File: config.mk
export PLATFORM = sky130hd
export DESIGN_NAME = edge_ring_alpha_floor_unit
export DESIGN_NICKNAME = d
export VERILOG_FILES = /design/src/sv/eraf_pkg.sv /design/src/sv/eraf_regs.sv /design/src/sv/eraf_pos.sv /design/src/sv/eraf_zone.sv /design/src/sv/edge_ring_alpha_floor_unit.sv
export SDC_FILE = /design/constraint.sdc
export NUM_CORES = 2
export LEC_CHECK = 0
export BUFFER_PORTS_ARGS = -buffer_cell sky130_fd_sc_hd__buf_2
export CELL_PAD_IN_SITES_DETAIL_PLACEMENT = 0
export CELL_PAD_IN_SITES_GLOBAL_PLACEMENT = 1
export CORE_MARGIN = 2
export CORE_UTILIZATION = 32
export DETAILED_ROUTE_END_ITERATION = 6
export HOLD_SLACK_MARGIN = 0.03
export PLACE_DENSITY_LB_ADDON = 0.1
export SETUP_SLACK_MARGIN = 0.2
export SLEW_MARGIN = 40
export SYNTH_ARGS = -nofsm -noshare
export SYNTH_HDL_FRONTEND = slang
export SYNTH_SLANG_ARGS = --single-unit
File: constraint.sdc
create_clock -name clk_i -period 13.45 [get_ports clk_i]
set_input_delay 2.0175 -clock clk_i [delete_from_list [all_inputs] [get_ports clk_i]]
set_output_delay 2.0175 -clock clk_i [all_outputs]
set_load 0.01 [all_outputs]
File: src/sv/eraf_pkg.sv
// Shared types and constants for the edge ring alpha floor unit.
package eraf_pkg;

  localparam int unsigned CfgDimW    = 13;
  localparam int unsigned CfgGrabW   = 8;
  localparam int unsigned PixelW     = 32;
  localparam int unsigned ApbAddrW   = 4;
  localparam int unsigned ApbDataW   = 32;

  localparam logic [PixelW-1:0]   FloorPixel   = 32'h0100_0000;

  localparam logic [CfgDimW-1:0]  WidthReset   = 13'd640;
  localparam logic [CfgDimW-1:0]  HeightReset  = 13'd480;
  localparam logic [CfgGrabW-1:0] GrabReset    = 8'd8;
  localparam logic                CircleReset  = 1'b0;

  // register index, taken from paddr[3:2]
  localparam logic [1:0] RegFrameWidth  = 2'd0;
  localparam logic [1:0] RegFrameHeight = 2'd1;
  localparam logic [1:0] RegGrabMargin  = 2'd2;
  localparam logic [1:0] RegCircleMode  = 2'd3;

  typedef struct packed {
    logic [PixelW-1:0] pixel_in;
    logic              frame_start;
  } in_word_t;

  typedef struct packed {
    logic [PixelW-1:0] pixel_out;
    logic              frame_end;
  } out_word_t;

endpackage

File: src/sv/eraf_regs.sv
// Configuration registers behind the APB-style port, with frame size clamping.
module eraf_regs
  import eraf_pkg::*;
#(
  parameter int unsigned MaxDim = 4096,
  parameter int unsigned DimW   = $clog2(MaxDim + 1)
) (
  input  logic                clk_i,
  input  logic                rst_ni,
  input  logic                psel,
  input  logic                penable,
  input  logic                pwrite,
  input  logic [ApbAddrW-1:0] paddr,
  input  logic [ApbDataW-1:0] pwdata,
  output logic [ApbDataW-1:0] prdata,
  output logic                pready,
  output logic [DimW-1:0]     width_o,
  output logic [DimW-1:0]     height_o,
  output logic [CfgGrabW-1:0] grab_o,
  output logic                circle_o
);

  localparam int unsigned CmpW = (DimW > CfgDimW) ? DimW : CfgDimW;

  logic [CfgDimW-1:0]  width_q, height_q;
  logic [CfgGrabW-1:0] grab_q;
  logic                circle_q;
  logic                wr_en;
  logic [1:0]          reg_idx;
  logic [CmpW-1:0]     width_ext, height_ext;

  assign pready  = 1'b1;
  assign reg_idx = paddr[3:2];
  assign wr_en   = psel && penable && pwrite;

  always_ff @(posedge clk_i or negedge rst_ni) begin
    if (!rst_ni) begin
      width_q  <= WidthReset;
      height_q <= HeightReset;
      grab_q   <= GrabReset;
      circle_q <= CircleReset;
    end else if (wr_en) begin
      case (reg_idx)
        RegFrameWidth:  width_q  <= pwdata[CfgDimW-1:0];
        RegFrameHeight: height_q <= pwdata[CfgDimW-1:0];
        RegGrabMargin:  grab_q   <= pwdata[CfgGrabW-1:0];
        RegCircleMode:  circle_q <= pwdata[0];
        default: ;
      endcase
    end
  end

  always_comb begin
    case (reg_idx)
      RegFrameWidth:  prdata = ApbDataW'(width_q);
      RegFrameHeight: prdata = ApbDataW'(height_q);
      RegGrabMargin:  prdata = ApbDataW'(grab_q);
      RegCircleMode:  prdata = ApbDataW'(circle_q);
      default:        prdata = '0;
    endcase
  end

  // zero counts as one, anything above the limit as the limit
  assign width_ext  = CmpW'(width_q);
  assign height_ext = CmpW'(height_q);

  always_comb begin
    if (width_ext == '0) begin
      width_o = DimW'(1);
    end else if (width_ext > CmpW'(MaxDim)) begin
      width_o = DimW'(MaxDim);
    end else begin
      width_o = DimW'(width_ext);
    end
    if (height_ext == '0) begin
      height_o = DimW'(1);
    end else if (height_ext > CmpW'(MaxDim)) begin
      height_o = DimW'(MaxDim);
    end else begin
      height_o = DimW'(height_ext);
    end
  end

  assign grab_o   = grab_q;
  assign circle_o = circle_q;

endmodule

File: src/sv/eraf_pos.sv
// Column and row counters that place each accepted word in the frame.
module eraf_pos
  import eraf_pkg::*;
#(
  parameter int unsigned MaxDim = 4096,
  parameter int unsigned DimW   = $clog2(MaxDim + 1),
  parameter int unsigned PosW   = $clog2(MaxDim)
) (
  input  logic            clk_i,
  input  logic            rst_ni,
  input  logic            advance_i,
  input  logic            frame_start_i,
  input  logic [DimW-1:0] width_i,
  input  logic [DimW-1:0] height_i,
  output logic [PosW-1:0] col_o,
  output logic [PosW-1:0] row_o,
  output logic            frame_end_o
);

  logic [PosW-1:0] col_q, col_d, row_q, row_d;
  logic            last_col, last_row;

  // frame start clears the position before this word is placed
  assign col_o = frame_start_i ? '0 : col_q;
  assign row_o = frame_start_i ? '0 : row_q;

  // at or past the last column counts as the last one
  assign last_col = ((DimW+1)'(col_o) + (DimW+1)'(1)) >= (DimW+1)'(width_i);
  assign last_row = ((DimW+1)'(row_o) + (DimW+1)'(1)) >= (DimW+1)'(height_i);
  assign frame_end_o = last_col && last_row;

  always_comb begin
    col_d = col_o + PosW'(1);
    row_d = row_o;
    if (last_col) begin
      col_d = '0;
      row_d = last_row ? '0 : row_o + PosW'(1);
    end
  end

  always_ff @(posedge clk_i or negedge rst_ni) begin
    if (!rst_ni) begin
      col_q <= '0;
      row_q <= '0;
    end else if (advance_i) begin
      col_q <= col_d;
      row_q <= row_d;
    end
  end

endmodule

File: src/sv/eraf_zone.sv
// Grab zone test (annulus or border band) and the transparent pixel floor.
module eraf_zone
  import eraf_pkg::*;
#(
  parameter int unsigned MaxDim = 4096,
  parameter int unsigned DimW   = $clog2(MaxDim + 1),
  parameter int unsigned PosW   = $clog2(MaxDim)
) (
  input  logic [PosW-1:0]     col_i,
  input  logic [PosW-1:0]     row_i,
  input  logic [PixelW-1:0]   pixel_i,
  input  logic [DimW-1:0]     width_i,
  input  logic [DimW-1:0]     height_i,
  input  logic [CfgGrabW-1:0] grab_i,
  input  logic                circle_i,
  output logic [PixelW-1:0]   pixel_o
);

  localparam int unsigned SW = DimW + 2;   // signed doubled offset
  localparam int unsigned RW = DimW + 2;   // radius in doubled units
  localparam int unsigned QW = 2 * SW + 1; // squared distance sum

  logic signed [SW-1:0]   dx, dy;
  logic signed [2*SW-1:0] dx_sq, dy_sq;
  logic [QW-1:0]          dist_sq, outer_sq, inner_sq;
  logic [DimW-1:0]        min_dim;
  logic [RW-1:0]          grab2, outer, inner;
  logic                   in_circle, in_rect, in_zone;

  // doubled coordinates keep the pixel center on the integer grid
  assign dx = $signed(SW'({col_i, 1'b1})) - $signed(SW'(width_i));
  assign dy = $signed(SW'({row_i, 1'b1})) - $signed(SW'(height_i));
  assign dx_sq = dx * dx;
  assign dy_sq = dy * dy;
  assign dist_sq = QW'($unsigned(dx_sq)) + QW'($unsigned(dy_sq));

  assign min_dim = (width_i < height_i) ? width_i : height_i;
  assign grab2   = RW'({grab_i, 1'b0});
  assign outer   = RW'(min_dim) + grab2;
  // floor the inner radius at zero
  assign inner   = (RW'(min_dim) > grab2) ? RW'(min_dim) - grab2 : '0;
  assign outer_sq = QW'(outer) * QW'(outer);
  assign inner_sq = QW'(inner) * QW'(inner);

  assign in_circle = (dist_sq >= inner_sq) && (dist_sq <= outer_sq);

  assign in_rect = ((DimW+1)'(col_i) < (DimW+1)'(grab_i))
                || ((DimW+1)'(row_i) < (DimW+1)'(grab_i))
                || (((DimW+1)'(col_i) + (DimW+1)'(grab_i)) >= (DimW+1)'(width_i))
                || (((DimW+1)'(row_i) + (DimW+1)'(grab_i)) >= (DimW+1)'(height_i));

  assign in_zone = circle_i ? in_circle : in_rect;

  assign pixel_o = (in_zone && (pixel_i[31:24] == 8'h00)) ? FloorPixel : pixel_i;

endmodule

File: src/sv/edge_ring_alpha_floor_unit.sv
// Edge ring alpha floor unit: top level with the two-stage word pipeline.
//
// Takes one premultiplied ARGB word per clock in raster order while
// in_stall_o is low, and returns one word per clock while out_stall_i is low.
// The counters place each word at accept time; the next stage squares the
// doubled offsets (two multipliers of DimW+2 bits) and compares them against
// the ring radii, or tests the border band, then the result register holds
// the word. A word with zero alpha inside the grab zone leaves as 0x01000000.
// A stalled result blocks input only after the middle stage takes one more.
// Configuration writes are only to be made while no word is in flight.
module edge_ring_alpha_floor_unit
  import eraf_pkg::*;
#(
  parameter int unsigned MaxDim = 4096
) (
  input  logic                clk_i,
  input  logic                rst_ni,
  input  logic                psel,
  input  logic                penable,
  input  logic                pwrite,
  input  logic [ApbAddrW-1:0] paddr,
  input  logic [ApbDataW-1:0] pwdata,
  output logic [ApbDataW-1:0] prdata,
  output logic                pready,
  input  logic                in_valid_i,
  output logic                in_stall_o,
  input  in_word_t            in_data_i,
  output logic                out_valid_o,
  input  logic                out_stall_i,
  output out_word_t           out_data_o
);

  localparam int unsigned DimW = $clog2(MaxDim + 1);
  localparam int unsigned PosW = $clog2(MaxDim);

  logic [DimW-1:0]     width, height;
  logic [CfgGrabW-1:0] grab;
  logic                circle;

  logic                in_accept, mid_move, out_free;
  logic [PosW-1:0]     col, row;
  logic                frame_end;

  logic                mid_valid_q;
  logic [PosW-1:0]     mid_col_q, mid_row_q;
  logic [PixelW-1:0]   mid_pixel_q;
  logic                mid_end_q;
  logic [PixelW-1:0]   zone_pixel;

  logic                out_valid_q;
  out_word_t           out_word_q;

  eraf_regs #(
    .MaxDim (MaxDim),
    .DimW   (DimW)
  ) u_regs (
    .clk_i    (clk_i),
    .rst_ni   (rst_ni),
    .psel     (psel),
    .penable  (penable),
    .pwrite   (pwrite),
    .paddr    (paddr),
    .pwdata   (pwdata),
    .prdata   (prdata),
    .pready   (pready),
    .width_o  (width),
    .height_o (height),
    .grab_o   (grab),
    .circle_o (circle)
  );

  // the result register frees when empty or taken this cycle
  assign out_free   = !out_valid_q || !out_stall_i;
  assign mid_move   = mid_valid_q && out_free;
  assign in_stall_o = mid_valid_q && !out_free;
  assign in_accept  = in_valid_i && !in_stall_o;

  eraf_pos #(
    .MaxDim (MaxDim),
    .DimW   (DimW),
    .PosW   (PosW)
  ) u_pos (
    .clk_i         (clk_i),
    .rst_ni        (rst_ni),
    .advance_i     (in_accept),
    .frame_start_i (in_data_i.frame_start),
    .width_i       (width),
    .height_i      (height),
    .col_o         (col),
    .row_o         (row),
    .frame_end_o   (frame_end)
  );

  always_ff @(posedge clk_i or negedge rst_ni) begin
    if (!rst_ni) begin
      mid_valid_q <= 1'b0;
    end else if (!in_stall_o) begin
      mid_valid_q <= in_valid_i;
    end
  end

  always_ff @(posedge clk_i) begin
    if (in_accept) begin
      mid_col_q   <= col;
      mid_row_q   <= row;
      mid_pixel_q <= in_data_i.pixel_in;
      mid_end_q   <= frame_end;
    end
  end

  eraf_zone #(
    .MaxDim (MaxDim),
    .DimW   (DimW),
    .PosW   (PosW)
  ) u_zone (
    .col_i    (mid_col_q),
    .row_i    (mid_row_q),
    .pixel_i  (mid_pixel_q),
    .width_i  (width),
    .height_i (height),
    .grab_i   (grab),
    .circle_i (circle),
    .pixel_o  (zone_pixel)
  );

  always_ff @(posedge clk_i or negedge rst_ni) begin
    if (!rst_ni) begin
      out_valid_q <= 1'b0;
    end else if (out_free) begin
      out_valid_q <= mid_valid_q;
    end
  end

  always_ff @(posedge clk_i) begin
    if (mid_move) begin
      out_word_q.pixel_out <= zone_pixel;
      out_word_q.frame_end <= mid_end_q;
    end
  end

  assign out_valid_o = out_valid_q;
  assign out_data_o  = out_word_q;

endmodule
## Word-level counts from Yosys, hierarchy flattened

Cells that the tools add are included.

- Register bits: 151
- Latch bits: 0
- Memory bits (writable): 0
- Bits in read-only memories: 0
- Bits of input ports: 76
- Logic and storage cells: 81
- Memories: 0

- $add $sub $neg: 11
- $mul: 4
- Divide/modulo/power cells: 0
- Magnitude comparators: 12
- Equal/unequal tests: 3
- Shift operators: 0
- Muxes and demuxes: 13
- Bitwise logic cells: 0
- Reductions and logical operators: 24

Operator list:

| operator | number |
|---|---|
| $pmux W32 S4 | 1 |
| $mux W13 | 5 |
| $mul A15 B15 Y30 | 2 |
| $mux W12 | 5 |
| $ge A14 B13 Y1 | 4 |
| $mul A14 B14 Y28 | 2 |
| $add A30 B30 Y31 | 1 |
| $ge A31 B30 Y1 | 1 |
| $le A31 B30 Y1 | 1 |
| $sub A13 B13 Y14 | 2 |
| $add A12 B1 Y13 const B | 2 |
| $add A12 B8 Y13 | 2 |
| $gt A13 B13 Y1 const B | 2 |
| $logic_not A13 Y1 | 2 |
| $add A12 B1 Y12 const B | 2 |
| $lt A12 B8 Y1 | 2 |
| $mux W15 | 1 |
| $add A13 B9 Y14 | 1 |
| $sub A13 B9 Y14 | 1 |
| $gt A13 B9 Y1 | 1 |
| $lt A13 B13 Y1 | 1 |
| $logic_and A1 B1 Y1 | 8 |
| $logic_not A8 Y1 | 1 |
| $reduce_and A2 Y1 | 4 |
| 6 further kinds | 13 |

## Depth between registers and ports, before layout

- Depth in word-level cells: 12
- Depth in mapped cells: 60
- Mapped depth without buffers: 56

## Modules after synthesis

A second synthesis with hierarchy kept.

- Cells, all modules: 4161
- Area total of the unflattened synthesis: 38096.5 um^2

By module, submodules not included:

| module | times used | cells each | area each (um^2) |
|---|---|---|---|
| eraf_zone | 1 | 3614 | 31013.5 |
| edge_ring_alpha_floor_unit | 1 | 98 | 2795.2 |
| eraf_pos | 1 | 275 | 2285.9 |
| eraf_regs | 1 | 174 | 2001.9 |

## Worst setup path before layout

OpenSTA, ideal clock, no wires.

- Kind: register to register
- Start point: reg u_regs.height_q[12], in the netlist u_regs.height_ext[12]
- End point: reg out_word_q (netlist bit out_data_o[16]), data pin
- Setup time: 267 ps
- Arrival time: 11792 ps
- Slack: 1391 ps
- Cell stages (with the launch flop): 57
- Path buffers: 8
- Cell sequence: dfrtp_1 > inv_1 > clkbuf_1 > nand2_1 > ha_1 > and3_1 > a221o_1 > a21oi_4 > and2_1 > buf_4 > buf_4 > clkbuf_1 > nand2_1 > o21ai_0 > ha_1 > clkbuf_1 > nor2b_1 > o21ai_0 > (+21 left out) > o21ai_0 > o311a_1 > or3_1 > a31o_2 > a21o_1 > a21oi_1 > xor2_1 > ha_1 > nand4_1 > nor3_1 > a21o_1 > a21oi_1 > o21ai_0 > o2111ai_1 > a221o_2 > buf_6 > nand2_1 > o21ai_0

- Cells in the longest elaborated chain, start to end: 12
- Elaborated cells between the ends (all ways): 22

Ends and longest elaborated chain:

| item | RTL line | source |
|---|---|---|
| from (decl) | eraf_regs.sv:25 | `logic [CfgDimW-1:0] width_q, height_q;` |
| from (signal assigned) | eraf_regs.sv:39 | `height_q <= HeightReset;` |
| from (signal assigned) | eraf_regs.sv:45 | `RegFrameHeight: height_q <= pwdata[CfgDimW-1:0];` |
| $gt A13 B13 Y1 | eraf_regs.sv:77 | `end else if (height_ext > CmpW'(MaxDim)) begin` |
| $mux W13 | eraf_regs.sv:77 |  |
| $mux W13 (*) | eraf_regs.sv:75 | `if (height_ext == '0) begin` |
| $lt A13 B13 Y1 | eraf_zone.sv:37 | `assign min_dim = (width_i < height_i) ? width_i : height_i;` |
| $mux W13 | eraf_zone.sv:37 |  |
| $sub A13 B9 Y14 / $gt A13 B9 Y1 (equally long branches) | eraf_zone.sv:41 | `assign inner = (RW'(min_dim) > grab2) ? RW'(min_dim) - grab2 : '0;` |
| $mux W15 | eraf_zone.sv:41 |  |
| $mul A15 B15 Y30 | eraf_zone.sv:43 | `assign inner_sq = QW'(inner) * QW'(inner);` |
| $ge A31 B30 Y1 | eraf_zone.sv:45 | `assign in_circle = (dist_sq >= inner_sq) && (dist_sq <= outer_sq);` |
| $logic_and A1 B1 Y1 | eraf_zone.sv:45 |  |
| $mux W1 (*) | eraf_zone.sv:52 | `assign in_zone = circle_i ? in_circle : in_rect;` |
| $logic_and A1 B1 Y1 (*) | eraf_zone.sv:54 | `assign pixel_o = (in_zone && (pixel_i[31:24] == 8'h00)) ? FloorPixel : pixel_i;` |
| to (decl) | edge_ring_alpha_floor_unit.sv:51 | `out_word_t out_word_q;` |

Every way passes the cells marked *; elsewhere a longest branch is shown, timed or not.
A chain may end at the register's enable or synchronous reset.

## Worst setup path after layout

- Start point: reg u_regs.width_q[12], in the netlist u_regs.width_ext[12]
- End point: reg out_word_q (netlist bit out_data_o[2]), data pin

- Cells in the longest elaborated chain, start to end: 12
- Elaborated cells between the ends (all ways): 23

Ends and longest elaborated chain:

| item | RTL line | source |
|---|---|---|
| from (decl) | eraf_regs.sv:25 |  |
| from (signal assigned) | eraf_regs.sv:38 | `width_q <= WidthReset;` |
| from (signal assigned) | eraf_regs.sv:44 | `RegFrameWidth: width_q <= pwdata[CfgDimW-1:0];` |
| $gt A13 B13 Y1 | eraf_regs.sv:70 | `end else if (width_ext > CmpW'(MaxDim)) begin` |
| $mux W13 | eraf_regs.sv:70 |  |
| $mux W13 (*) | eraf_regs.sv:68 | `if (width_ext == '0) begin` |
| $lt A13 B13 Y1 | eraf_zone.sv:37 |  |
| $mux W13 | eraf_zone.sv:37 |  |
| $sub A13 B9 Y14 / $gt A13 B9 Y1 (equally long branches) | eraf_zone.sv:41 |  |
| $mux W15 | eraf_zone.sv:41 |  |
| $mul A15 B15 Y30 | eraf_zone.sv:43 |  |
| $ge A31 B30 Y1 | eraf_zone.sv:45 |  |
| $logic_and A1 B1 Y1 | eraf_zone.sv:45 |  |
| $mux W1 (*) | eraf_zone.sv:52 |  |
| $logic_and A1 B1 Y1 (*) | eraf_zone.sv:54 |  |

Marked as above.

==> results.tsv <==
stage	metric	value	unit
placed_design	place_hpwl	98200	um
worst_setup_path	criticalPathCategory	flip-flop to flip-flop	
placed_design	placed_cells	6005	
worst_setup_path	cp_slowest_cell	fa_1	
clocking	clockRootBuffer	clkbuf_16	
sta	finalSetupViolCount	0	
floorplanning	fp.dieArea	123000	sq um
routing	viasPerCell	4.71	
synthesis	yosysSeqAreaShare	0.110	
synthesis	syn_area_per_cell	9.12	sq um
sta	worst_slew_pin_slew	796	ps
cells_and_area	final_net_count	5630	
cells_and_area	fillCellCount	12604	
synthesis	ys_ff_latch	151	
floorplanning	die_w	350	um
synthesis	ys_warn_count	0	
global_route	grt_max_degree	62	
worst_setup_path	cp_max_fo	25	
worst_setup_path	critPathMaxStageDelay	610	ps
synthesis	async_flop_share	0.404	
clocking	cts_buffer_depth	2	
synthesis	synth_top_family_by_area	adder cells	
run	drv_cap	0	
synthesis	yosys.area_share.adder	0.490	
sta	tns	0	ps
floorplanning	core.rowCount	127	
synthesis	ys_types	113	
global_route	grt_pass1_wl	181000	um
routing	wl	115000	um
clocking	tritoncts.num_buffers	17	
routing	drc_errors	0	
sta	finalCriticalPeriod	12540	ps
global_route	grt_overflow	0	
routing	drt_iter0_drc	1379	
worst_setup_path	end_kind	flip-flop	
clocking	cts_tree	done	
synthesis	ys.flop_type	edfxtp_1	
sta	slew_headroom	0.465	
clocking	cts_htree_levels	4	
clocking	path_clk_slew	70	ps
routing	vias	28450	
worst_hold_path	hp-class	flip-flop to flip-flop	
placed_design	gp_congestion	0.822	
sta	clock.fmax	0.0797	GHz
synthesis	synth-xor-area-share	0.0482	
sta	finalMaxSlewViolations	0	
synthesis	synth-edff-count	90	
sta	fin_skew	16.6	ps
cells_and_area	area_growth	10.9	%
floorplanning	io_pins	144	
clocking	hold_buffers	0	
run_status	status	complete, no violations	
floorplanning	die_height	350	um
cells_and_area	utilization	0.356	
global_route	antenna_found_initial	6	
placed_design	port_buffers	102	
cells_and_area	layout-drive-gt1-share	0.101	
global_route	gr-usage-all-layers	0.193	
sta	finalCritPeriodShare	0.932	
cells_and_area	instances_no_fill	6046	
worst_setup_path	critPathLaunchType	flip-flop	
floorplanning	initial_utilization	0.321	
floorplanning	core	119000	sq um
synthesis	syn_inst	4213	
worst_setup_path	crit_required	13640	ps
cells_and_area	mostFrequentLayoutCells	844 x inv_1, 617 x fa_1, 514 x ha_1	
clocking	clk_latency	450	ps
synthesis	synth-simple-area-share	0.130	
sta	hold_viol	0	
worst_setup_path	crit_top_cell	fa_1	
sta	rsz0062_at_grt	no	
cells_and_area	final_common_cell	inv_1	
routing	wl_per_cell	19.0	um
synthesis	synth-compound-area-share	0.107	
placed_design	placed_cell_area	41700	sq um
routing	ant_nets	0	
cells_and_area	fin_area	42600	sq um
synthesis	synthMuxAreaShare	0.0162	
routing	dr.pass1.iters	5	
synthesis	syn_area	38400	sq um
clocking	clkSinkCount	151	
global_route	grt_pass1_vias	30556	
worst_setup_path	arrival	12730	ps
==> area by class of cell <==
cell class,instances,area (sq um),share of cell area
Antenna cell,1,2.50,0.0000587
Clock buffer,17,425,0.00999
Clock inverter,15,204,0.00479
Inverter,866,3250,0.0764
Multi-Input combinational cell,3148,30900,0.725
Sequential cell,151,4240,0.0995
Tap cell,1612,2020,0.0473
Timing Repair Buffer,236,1560,0.0367
==> timing repair <==
action	in CTS	in global routing
resized for setup	4	62
pin swaps	0	8
gates cloned	0	0
hold endpoints to repair	0	0
setup endpoints to repair	25	25
setup buffers	0	8
==> critical path, delay by kind of cell, from the launching register on <==
| kind | cells | cell delay (ps) |
|---|---|---|
| xor gates and xnor gates | 2 | 330 |
| and+or+nand+nor | 13 | 2380 |
| DFF | 1 | 340 |
| AOI/OAI and AO/OA | 19 | 3590 |
| buffers and inverters | 8 | 860 |
| adders and majority gates | 11 | 4740 |
==> kinds of logic (layout without fill, tap and decap cells) <==
group | after synthesis | in the layout
other | 2 | 66
and+or+nand+nor | 1070 | 1070
AOI/OAI and AO/OA | 615 | 615
DFF | 151 | 151
adders and majority gates | 1134 | 1134
muxes | 55 | 55
xor gates and xnor gates | 209 | 209
buffers and inverters | 977 | 1134
==> layer usage <==
layer / up-vias / GRT usage / share of wire
li1: 13861 / - / -
met1: 14116 / 0.277 / 0.49
met2: 397 / 0.322 / 0.47
met3: 70 / 0.0181 / 0.031
met4: 6 / 0.0297 / 0.016
met5: - / 0 / 0.00029
==> flip-flops by register name (all words and copies together), names as in the netlist, 12 cells and up <==
signal,flops
mid_row_q,12
mid_pixel_q,32
u_pos.col_q,12
u_regs.width_ext,13
u_pos.row_q,12
out_data_o,33
mid_col_q,12
u_regs.height_ext,13
==> through the flow <==
stage                     hold slack, ps  setup WS (ps)
after CTS                            454            202
after floorplan                      400           1390
after detailed placement             437            107
after global placement               436            226
after global routing                 469            203
final                                451            909
==> Yosys cell counts, types with 18 or more instances <==
cell type	count	area share
a21o_1	93	0.018
a21oi_1	156	0.020
and2_1	40	0.0065
and3_1	40	0.0065
buf_4	23	0.0045
clkbuf_1	67	0.0065
dfrtp_1	54	0.035
edfxtp_1	90	0.070
fa_1	617	0.32
ha_1	517	0.17
inv_1	845	0.083
mux2_2	38	0.011
nand2_1	371	0.036
nand2b_1	47	0.0077
nand3_1	79	0.010
nand4_1	23	0.0037
nor2_1	297	0.029
nor2b_1	63	0.010
nor3_1	37	0.0048
o21a_1	18	0.0035
o21ai_0	142	0.019
o21bai_1	25	0.0049
xnor2_1	132	0.030
xor2_1	74	0.017
==> path summary, 6_finish.rpt <==
kind,startpoint,cells after the start,end,slack [ps]
max,u_regs.width_ext[12],53,out_data_o[2],910
min,mid_pixel_q[29],0,out_data_o[30],450
max reg2reg,u_regs.width_ext[12],53,out_data_o[2],910
min reg2reg,mid_pixel_q[29],0,out_data_o[30],450
max in group asynchronous,rst_ni,2,u_regs.height_ext[12],11300
min in group asynchronous,rst_ni,2,u_pos.row_q[10],1680
Power is not shown: default switching activity piles up to over one toggle a cycle in this logic, so the estimate is an artifact.
